**src/rtl/assert_macros.svh**
```systemverilog
`ifndef ASSERT_MACROS_SVH
`define ASSERT_MACROS_SVH

// concurrent check on clk, masked while rst_n is low
`define HTHB_ASSERT(lbl, prop, msg) \
  lbl: assert property (@(posedge clk) disable iff (!rst_n) (prop)) else $error(msg);

// same-cycle implication
`define HTHB_ASSERT_IMP(lbl, ante, cons, msg) \
  `HTHB_ASSERT(lbl, (ante) |-> (cons), msg)

// next-cycle implication
`define HTHB_ASSERT_NEXT(lbl, ante, cons, msg) \
  `HTHB_ASSERT(lbl, (ante) |=> (cons), msg)

`endif

```
**src/rtl/hthb_pkg.sv**
```systemverilog
`default_nettype none

package hthb_pkg;

  localparam int unsigned MAX_ENTRIES_DEF = 64;

  localparam logic       ACT_INSERT = 1'b0;
  localparam logic       ACT_BUILD  = 1'b1;

  localparam logic [1:0] ST_OK    = 2'd0;
  localparam logic [1:0] ST_FULL  = 2'd1;
  localparam logic [1:0] ST_EMPTY = 2'd2;

  typedef struct packed {
    logic [31:0] freq;
    logic [15:0] idx;
  } heap_entry_t;

  typedef enum logic [3:0] {
    S_IDLE,
    S_UP_CHK,
    S_UP_CMP,
    S_UP_WR,
    S_POP_TOP,
    S_POP_LAST,
    S_POP_MOV,
    S_DN_CHK,
    S_DN_L,
    S_DN_R,
    S_DN_CMP,
    S_DN_WR,
    S_SUM,
    S_EMIT
  } hthb_state_t;

endpackage

`default_nettype wire

```
**src/rtl/huffman_tree_heap_builder_unit.sv**
```systemverilog
// Channel | Dir | tdata                                       | tuser              | tlast
// in_     | in  | leaf_freq, leaf_index, first_slot (64 bits) | action             | -
// out_    | out | node_freq, first_idx, second_idx, node_slot | status, node_valid | last
//
// Insert: sift-up from the new last slot, one parent compare per heap level climbed.
// Build, per merged node: two pops (each moves the last entry to the top and sifts
// it down level by level), a sum, one result beat and a push (sift-up as above).
// Every step is paced by the heap RAM's single registered read port.
// Synchronous active-low reset empties the heap; RAM contents are not cleared.
// in_tready is high only when idle; a stalled result beat stalls the sequencer.
`default_nettype none

`include "assert_macros.svh"

module huffman_tree_heap_builder_unit
  import hthb_pkg::*;
#(
  parameter int unsigned MAX_ENTRIES = MAX_ENTRIES_DEF
) (
  input  wire logic        clk,
  input  wire logic        rst_n,
  input  wire logic        in_tvalid,
  output logic             in_tready,
  input  wire logic [63:0] in_tdata,   // leaf_freq, leaf_index, first_slot
  input  wire logic [0:0]  in_tuser,   // action
  output logic             out_tvalid,
  input  wire logic        out_tready,
  output logic [79:0]      out_tdata,  // node_freq, first_idx, second_idx, node_slot
  output logic [2:0]       out_tuser,  // status, node_valid
  output logic             out_tlast
);

  localparam int unsigned AW = (MAX_ENTRIES > 1) ? $clog2(MAX_ENTRIES) : 1;
  localparam int unsigned CW = $clog2(MAX_ENTRIES + 1);

  hthb_state_t state_r, state_nxt;

  heap_entry_t heap_mem [MAX_ENTRIES];
  heap_entry_t rd_data_r;
  logic [AW-1:0] rd_addr, wr_addr;
  logic          wr_en;
  heap_entry_t   wr_data;

  logic [CW-1:0] cnt_r;
  logic [AW-1:0] pos_r, mpos_r;
  heap_entry_t   mov_r, child_r, a_r, b_r;
  logic [31:0]   sum_r;
  logic [15:0]   slot_r;
  logic          sel_r, node_r;
  logic [1:0]    status_r;

  logic          out_valid_r, out_last_r;
  logic [79:0]   out_data_r;
  logic [2:0]    out_user_r;

  logic          in_fire, out_free, out_load, full, up_move, dn_move, r_better;
  logic [CW:0]   l_w, r_w, cnt_ext;
  logic [AW-1:0] par_w, last_addr;
  logic [CW-1:0] cnt_m1;
  logic [32:0]   sum_w;
  logic          act;
  logic          ins_ok;

  assign act       = in_tuser[0];
  assign in_tready = (state_r == S_IDLE);
  assign in_fire   = in_tvalid && in_tready;
  assign out_free  = !out_valid_r || out_tready;
  assign full      = (cnt_r == CW'(MAX_ENTRIES));
  assign ins_ok    = in_fire && (act == ACT_INSERT) && !full;

  assign cnt_ext   = (CW+1)'(cnt_r);
  assign l_w       = ((CW+1)'(pos_r) << 1) | (CW+1)'(1);
  assign r_w       = l_w + (CW+1)'(1);
  assign par_w     = (pos_r - AW'(1)) >> 1;
  assign cnt_m1    = cnt_r - CW'(1);
  assign last_addr = cnt_m1[AW-1:0];
  assign sum_w     = {1'b0, a_r.freq} + {1'b0, b_r.freq};

  assign up_move   = (rd_data_r.freq > mov_r.freq);
  assign dn_move   = (child_r.freq < mov_r.freq);
  assign r_better  = (rd_data_r.freq < child_r.freq);

  always_comb begin
    state_nxt = state_r;
    unique case (state_r)
      S_IDLE: begin
        if (in_fire) begin
          if (act == ACT_BUILD) begin
            state_nxt = (cnt_r < CW'(2)) ? S_EMIT : S_POP_TOP;
          end else begin
            state_nxt = full ? S_EMIT : S_UP_CHK;
          end
        end
      end
      S_UP_CHK:   state_nxt = (pos_r == '0) ? S_UP_WR : S_UP_CMP;
      S_UP_CMP:   state_nxt = up_move ? S_UP_CHK : S_UP_WR;
      S_UP_WR: begin
        if (node_r) begin
          state_nxt = (cnt_r > CW'(1)) ? S_POP_TOP : S_IDLE;
        end else begin
          state_nxt = S_EMIT;
        end
      end
      S_POP_TOP:  state_nxt = S_POP_LAST;
      S_POP_LAST: state_nxt = S_POP_MOV;
      S_POP_MOV:  state_nxt = S_DN_CHK;
      S_DN_CHK:   state_nxt = (l_w < cnt_ext) ? S_DN_L : S_DN_WR;
      S_DN_L:     state_nxt = (r_w < cnt_ext) ? S_DN_R : S_DN_CMP;
      S_DN_R:     state_nxt = S_DN_CMP;
      S_DN_CMP:   state_nxt = dn_move ? S_DN_CHK : S_DN_WR;
      S_DN_WR:    state_nxt = sel_r ? S_SUM : S_POP_TOP;
      S_SUM:      state_nxt = S_EMIT;
      S_EMIT: begin
        if (out_free) begin
          state_nxt = node_r ? S_UP_CHK : S_IDLE;
        end
      end
      default:    state_nxt = S_IDLE;
    endcase
  end

  always_comb begin
    rd_addr  = '0;
    wr_en    = 1'b0;
    wr_addr  = pos_r;
    wr_data  = mov_r;
    out_load = 1'b0;
    unique case (state_r)
      S_UP_CHK:   rd_addr = par_w;
      S_UP_CMP: begin
        wr_en   = up_move;
        wr_data = rd_data_r;
      end
      S_UP_WR:    wr_en = 1'b1;
      S_POP_LAST: rd_addr = last_addr;
      S_DN_CHK:   rd_addr = l_w[AW-1:0];
      S_DN_L:     rd_addr = r_w[AW-1:0];
      S_DN_CMP: begin
        wr_en   = dn_move;
        wr_data = child_r;
      end
      S_DN_WR:    wr_en = 1'b1;
      S_EMIT:     out_load = out_free;
      default: begin
        rd_addr = '0;
      end
    endcase
  end

  always_ff @(posedge clk) begin
    if (wr_en) begin
      heap_mem[wr_addr] <= wr_data;
    end
    rd_data_r <= heap_mem[rd_addr];
  end

  always_ff @(posedge clk) begin
    if (!rst_n) begin
      state_r <= S_IDLE;
      cnt_r   <= '0;
      sel_r   <= 1'b0;
      node_r  <= 1'b0;
    end else begin
      state_r <= state_nxt;
      unique case (state_r)
        S_IDLE: begin
          if (in_fire) begin
            mov_r  <= {in_tdata[31:0], in_tdata[47:32]};
            pos_r  <= cnt_r[AW-1:0];
            slot_r <= in_tdata[63:48];
            sel_r  <= 1'b0;
            if (act == ACT_BUILD) begin
              node_r   <= (cnt_r >= CW'(2));
              status_r <= (cnt_r == '0) ? ST_EMPTY : ST_OK;
            end else begin
              node_r   <= 1'b0;
              status_r <= full ? ST_FULL : ST_OK;
              if (!full) begin
                cnt_r <= cnt_r + CW'(1);
              end
            end
          end
        end
        S_UP_CMP: begin
          if (up_move) begin
            pos_r <= par_w;
          end
        end
        S_POP_LAST: begin
          if (sel_r) begin
            b_r <= rd_data_r;
          end else begin
            a_r <= rd_data_r;
          end
          cnt_r <= cnt_m1;
          pos_r <= '0;
        end
        S_POP_MOV:  mov_r <= rd_data_r;
        S_DN_L: begin
          child_r <= rd_data_r;
          mpos_r  <= l_w[AW-1:0];
        end
        S_DN_R: begin
          if (r_better) begin
            child_r <= rd_data_r;
            mpos_r  <= r_w[AW-1:0];
          end
        end
        S_DN_CMP: begin
          if (dn_move) begin
            pos_r <= mpos_r;
          end
        end
        S_DN_WR:    sel_r <= !sel_r;
        S_SUM:      sum_r <= sum_w[32] ? 32'hFFFF_FFFF : sum_w[31:0];
        S_EMIT: begin
          if (out_free && node_r) begin
            mov_r  <= {sum_r, slot_r};
            pos_r  <= cnt_r[AW-1:0];
            cnt_r  <= cnt_r + CW'(1);
            slot_r <= slot_r + 16'd1;
          end
        end
        default: begin
          sel_r <= sel_r;
        end
      endcase
    end
  end

  always_ff @(posedge clk) begin
    if (!rst_n) begin
      out_valid_r <= 1'b0;
    end else if (out_load) begin
      out_valid_r <= 1'b1;
    end else if (out_tready) begin
      out_valid_r <= 1'b0;
    end
  end

  always_ff @(posedge clk) begin
    if (out_load) begin
      out_data_r <= node_r ? {slot_r, b_r.idx, a_r.idx, sum_r} : '0;
      out_user_r <= {node_r, status_r};
      out_last_r <= node_r ? (cnt_r == '0) : 1'b1;
    end
  end

  assign out_tvalid = out_valid_r;
  assign out_tdata  = out_data_r;
  assign out_tuser  = out_user_r;
  assign out_tlast  = out_last_r;

  `HTHB_ASSERT(a_cnt_range, cnt_r <= CW'(MAX_ENTRIES), "heap count beyond capacity")
  `HTHB_ASSERT_NEXT(a_ins_grow, ins_ok, cnt_r == $past(cnt_r) + CW'(1), "heap did not grow")
  `HTHB_ASSERT_IMP(a_pop_pair, (state_r == S_POP_TOP) && !sel_r, cnt_r >= CW'(2), "too few")
  `HTHB_ASSERT_IMP(a_dn_desc, state_r == S_DN_CMP, mpos_r > pos_r, "child not below parent")

endmodule

`default_nettype wire
```
**config.mk**
```make
export PLATFORM = sky130hd
export DESIGN_NAME = huffman_tree_heap_builder_unit
export DESIGN_NICKNAME = d
export VERILOG_FILES = /design/src/rtl/hthb_pkg.sv /design/src/rtl/huffman_tree_heap_builder_unit.sv
export VERILOG_INCLUDE_DIRS = /design/src /design/src/rtl
export SDC_FILE = /design/constraint.sdc
export NUM_CORES = 2
export LEC_CHECK = 0
export ABC_AREA = 0
export BUFFER_PORTS_ARGS = -buffer_cell sky130_fd_sc_hd__buf_2
export CAP_MARGIN = 10
export CORE_ASPECT_RATIO = 0.7
export CORE_MARGIN = 2
export CORE_UTILIZATION = 41
export CTS_CLUSTER_SIZE = 25
export DETAILED_ROUTE_END_ITERATION = 10
export PLACE_DENSITY = 0.66
export SETUP_SLACK_MARGIN = 0.05
export SYNTH_ARGS = -nofsm -noshare
export SYNTH_HDL_FRONTEND = slang
export SYNTH_SLANG_ARGS = --single-unit
```
**constraint.sdc**
```tcl
create_clock -name clk -period 5.7 [get_ports clk]
set_input_delay 0.855 -clock clk [delete_from_list [all_inputs] [get_ports clk]]
set_output_delay 0.855 -clock clk [all_outputs]
set_load 0.01 [all_outputs]
```
Yosys cells after proc, flatten, opt, wreduce, memory -nomap -nowiden
Memory sizes are Yosys's and may differ from the RTL's. A register that Yosys moved wholly into a read port is not among the register bits. Index checks and enable logic that the tools add are counted.

Memories kept: 1. Word-level logic and storage cells: 136. Flip-flop bits (word level): 352. Output and inout bits: 86. Input port bits: 69. Memory bits (writable): 3072.

Memories: heap_mem (words 64, width 48, read ports 1, clocked after memory_dff 1, wr ports 1, RTL line huffman_tree_heap_builder_unit.sv:38) `heap_entry_t heap_mem [MAX_ENTRIES];`.

Reductions and logical operators: 28. Bitwise logic cells: 1. Multiplexer cells: 49. $lt $le $gt $ge: 8. Equal/unequal tests: 22. Add/sub/neg operators: 6.

Operator list (number): one-hot mux 48 bit (2 select lines) (2); two-way mux 48 bit (3); one-hot mux 48 bit (3 select lines) (1); < comparator 32 bit (2); one-hot mux 4 bit (14 select lines) (1); adder 32 x 32 -> 33 bit (1); > comparator 32 bit (1); two-way mux 16 bit (2); two-way mux 4 bit (8); one-hot mux 16 bit (2 select lines) (1); two-way mux 6 bit (5); one-hot mux 6 bit (5 select lines) (1); two-way mux 7 bit (4); == test 4 bit, second input constant (6); one-hot mux 6 bit (4 select lines) (1); one-hot mux 7 bit (3 select lines) (1); adder 16 x 1 -> 16 bit, second input constant (1); == test 4 x 3 -> 1 bit, second input constant (4); inequality test 2 bit, second input constant (7); one-hot mux 6 bit (2 select lines) (1); AND reduction 3 bit (4); two-way mux 1 bit (10); two-way mux 2 bit (5); adder 7 x 1 -> 8 bit, second input constant (1); 30 further kinds (41).

Longest topological paths before layout
Depth after elaboration: 5. Mapped depth: 14. Depth with buffers taken out: 11.

Worst setup path before layout
Ideal clock, no wire load.

Path kind: register -> register. From: reg mov_r[41] in the netlist's numbering. To: mem heap_mem[1][0] in the netlist's numbering, enable pin. Setup time: 0.513 ns. Buffers on the path: 2. Data required time: 5.187 ns. Stages on the path, launching flop included: 13. Setup slack: -0.490 ns. Arrival time: 5.678 ns. Clock period less this slack: 6.190 ns. Cell sequence: edfxtp_1 -> inv_1 -> ha_1 -> a21o_1 -> a21o_1 -> a211oi_1 -> o21ai_0 -> a2111oi_0 -> nand3_1 -> a21boi_0 -> clkbuf_1 -> clkbuf_1 -> nor3_1.

Cells in the longest elaborated chain, start to end: 4. Elaborated cells between the ends (all ways): 5. Those cells by class: order compare (2); mux (3).

RTL lines: start, declared (RTL line huffman_tree_heap_builder_unit.sv:46) `heap_entry_t mov_r, child_r, a_r, b_r;`; start signal, assigned (RTL line huffman_tree_heap_builder_unit.sv:168) `mov_r <= {in_tdata[31:0], in_tdata[47:32]};`; start signal, assigned (RTL line huffman_tree_heap_builder_unit.sv:198) `S_POP_MOV: mov_r <= rd_data_r;`; start signal, assigned (RTL line huffman_tree_heap_builder_unit.sv:218) `mov_r <= {sum_r, slot_r};`; < comparator 32 bit or > comparator 32 bit (tied branches) (RTL line huffman_tree_heap_builder_unit.sv:80, huffman_tree_heap_builder_unit.sv:79); one-hot mux 1 bit (3 select lines) * (RTL line huffman_tree_heap_builder_unit.sv:128) `unique case (state_r)`; two-way mux 1 bit * (RTL line huffman_tree_heap_builder_unit.sv:151) `if (wr_en) begin`; two-way mux 1 bit (implied by the code) * (RTL line huffman_tree_heap_builder_unit.sv:152) `heap_mem[wr_addr] <= wr_data;`; end, declared (RTL line huffman_tree_heap_builder_unit.sv:38).

Mark *: on every way between the ends. The rest lies on a longest branch, timed or not.

Worst setup path in the final report
From: reg rd_data_r[37] (netlist name). To: mem heap_mem[26][12] in the netlist's numbering, enable pin.

Cells in the longest elaborated chain, start to end: 4.

RTL lines: > comparator 32 bit (RTL line huffman_tree_heap_builder_unit.sv:79) `assign up_move = (rd_data_r.freq > mov_r.freq);`; one-hot mux 1 bit (3 select lines) (RTL line huffman_tree_heap_builder_unit.sv:128); two-way mux 1 bit (RTL line huffman_tree_heap_builder_unit.sv:151); two-way mux 1 bit (implied by the code) (RTL line huffman_tree_heap_builder_unit.sv:152).

No other way between the ends.

==> impl_metrics.tcl <==
set metrics [dict create \
    via_count 71400 \
    required_ns 6.21 \
    synth_ff_type "edfxtp_1" \
    cts_setup_buffers 0 \
    synth_top_family_by_area "multiplexers" \
    hp-class "in -> reg" \
    clockBufferDepth 4 \
    first_iter_violations 11100 \
    nFillCells 27200 \
    syn-instance-count 6714 \
    totalWireLength_mm 370 \
    clkTransAtPathRegs_ns 0.07 \
    netSwitchingFraction 0.338 \
    dieArea_sq_um 339000 \
    h-tree-depth 5 \
    power_density_nw_per_um2 518 \
    synth_seq_area_share 0.757 \
    place_area_sq_um 145000 \
    cts_tree "done" \
    synth_compound_area_frac 0.0315 \
    remaining_drc_errors 0 \
    max_cap_viol_count 0 \
    synth-edff-count 3410 \
    comb_power_share 0.322 \
    p_int_mw 52.9 \
    first_pass_iters 7 \
    dpl.cell_count 11200 \
    yosysTopAreaCellShare 0.748 \
    syn_avg_cell_area_sq_um 20.4 \
    antenna_found_initial 24 \
    track_usage 0.215 \
    p_seq_frac 0.422 \
    relSlewSlack -0.00881 \
    fin_cells 11700 \
    period_share 0.894 \
    fp.coreArea_sq_um 332000 \
    cts.sinks 3472 \
    synthMuxAreaShare 0.140 \
    cellLeakagePower_nw 47.8 \
    routed_via_density 6.08 \
    synth-xor-area-share 0.00339 \
    synth.largest_area_cell "edfxtp_1" \
    wire_per_inst_microns 31.6 \
    ys_ff_latch 3472 \
    worstPathArrival_ns 5.61 \
    synth_simple_gate_area_frac 0.0364 \
    synthTopCellsByArea "edfxtp_1 (75%), mux4_2 (13%), nand2_1 (1.6%), mux2i_1 (1.4%), ha_1 (1.3%)" \
    path_class "reg -> reg" \
    finalSetupViolations 0 \
    start_util 0.412 \
    fin_worst_skew_ns 0.0631 \
    slew_violations 1 \
    post_cts_resized 0 \
    std_cell_rows 177 \
    clk_latency_ns 0.91 \
    clock.fmax_mhz 196 \
    yosys-top-cells-count "edfxtp_1 (3410), mux4_2 (768), nand2_1 (590)" \
    outcome "complete, but fails checks" \
    worstPathMaxFanout 34 \
    nets 7324 \
    dieHeight_microns 487 \
    layout-drive-gt1-share 0.241 \
    grt_pass1_wl_mm 523 \
    worstMarginPinSlew_ns 1.51 \
    grt_overflow 0 \
    grt_max_degree 111 \
    cts_inserted_buffers 302 \
    yosysWarnings 0 \
    end_kind "flop" \
    netlist_area_sq_um 137000 \
    crit_path_start_kind "flop" \
    area_growth_pct 12.7 \
    grt_setup_unrepaired "no" \
    async_flop_share 0 \
    antenna_left 0 \
    power.switching_mw 26.9 \
    dieWidth_microns 695 \
    p_clk_frac 0.255 \
    gp_congestion 0.877 \
    yosys.area_share.adder 0.0134 \
    ys_types 78 \
    hold_buffers 0 \
    synth_most_common_cell "edfxtp_1" \
    dp_hpwl_mm 224 \
    syn_nets 6929 \
    finalHoldViolCount 0 \
    peakVddDrop_uv 355 \
    p_total_mw 79.8 \
    pin_count 155 \
    port_buffers 154 \
    violations "max-slew violations" \
    timing.final.crit_period_ns 5.10 \
    final_cell_area_sq_um 154000 \
    grt_pass1_vias 69200 \
    cts_root_buffer "clkbuf_16" \
]
worst paths after layout:
| kind | slack [ns] | cells after the start | endpoint | startpoint |
|---|---|---|---|---|
| max reg2reg | 0.60 | 11 | heap_mem[26][12]$_DFFE_PP_ | rd_data_r[37]$_DFF_P_ |
| min | 0.24 | 3 | slot_r[7]$_DFFE_PP_ | in_tdata[55] |
| min reg2reg | 0.43 | 0 | out_tuser[1]$_DFFE_PP_ | status_r[1]$_SDFFCE_PN0P_ |
| max | 0.60 | 11 | heap_mem[26][12]$_DFFE_PP_ | rd_data_r[37]$_DFF_P_ |
critical path: stages, from the launching register on:
cell	delay (ns)
dfxtp_1	0.73
ha_1	0.26
nand4_1	0.21
nor4_1	0.67
nand3_1	0.18
a21oi_1	0.34
nor3_1	0.23
o31ai_1	0.53
a21boi_4	0.19
buf_12	0.22
nor3_2	0.52
buf_4	0.53
kinds of logic after synthesis:
kind of cell             count (synthesis)
flip-flops                            3472
AND/OR/NAND/NOR                       1058
multiplexers                           961
AO/OA/AOI/OAI                          566
buffers and inverters                  458
adder cells (fa/ha/maj)                146
XOR/XNOR                                53
layout by cell type, fill, tap and decap left out, drive strengths merged, types with 6 or more instances in the layout:
cell type	Yosys	routed
a31oi	7	7
ha	145	145
nand2	591	591
a221o	49	49
a32oi	188	188
edfxtp	3410	3410
a21oi	71	71
o211ai	7	7
o21ai	81	81
nand4	23	23
a22oi	55	55
nor2	64	64
or3	10	10
a21o	37	37
mux2i	193	193
diode	0	6
xor2	20	20
and4	51	51
clkinv	2	97
nand2b	13	13
dfxtp	62	62
and2	92	92
mux4	768	768
and3	30	30
clkbuf	140	403
xnor2	33	33
nor3	117	117
buf	222	453
bufinv	0	22
a211oi	14	14
nand3	33	33
o21a	7	7
nor2b	12	12
inv	94	105
final cells by class:
type | instances | area, sq um | share of cell area
Clock buffer | 403 | 8200 | 0.0532
Clock inverter | 132 | 1280 | 0.00828
Timing Repair Buffer | 453 | 3740 | 0.0242
Inverter | 96 | 360 | 0.00234
Multi-Input combinational cell | 2784 | 31500 | 0.204
Antenna cell | 6 | 15.0 | 0.0000974
Tap cell | 4385 | 5490 | 0.0356
Sequential cell | 3472 | 104000 | 0.672
metal layers:
layer  global-route usage  up-vias  part of all wire
li1                     -    28600                 -
met1                0.325    37700              0.41
met2                0.307     4570              0.43
met3               0.0569      565              0.13
met4               0.0596       12             0.031
met5                    0        -           0.00022
flip-flops by register name (all words and copies together), names as in the netlist, 6 cells and up:
name	flops
mov_r	48
sum_r	32
rd_data_r	48
out_tdata	80
b_r	48
slot_r	16
a_r	48
mpos_r	6
child_r	48
pos_r	6
cnt_r	7
heap_mem	3072
through the flow:
| stage | hold WS, ns | util | TNS [ns] | setup WS (ns) |
|---|---|---|---|---|
| floorplan | 0.400 | - | -1432.98 | -0.490 |
| global placement | 0.411 | 0.436 | 0 | 0.883 |
| detailed placement | 0.411 | 0.436 | 0 | 0.837 |
| CTS | 0.186 | 0.464 | 0 | 0.791 |
| global route | 0.228 | 0.464 | 0 | 0.549 |
| finish | 0.237 | 0.464 | 0 | 0.604 |
power by group through the flow:
stage / Clock [mW] / Sequential [mW] / Combinational [mW]
6_report: 20.4 / 33.7 / 25.7
3_3_place_gp: 0 / 34.2 / 25.1
2_1_floorplan: 0 / 33.6 / 15.6
5_1_grt: 21.6 / 33.7 / 27.1
3_5_place_dp: 0 / 34.2 / 25.6
4_1_cts: 20.6 / 33.7 / 25.7
Note: power is estimated with default switching activity, not from simulation.
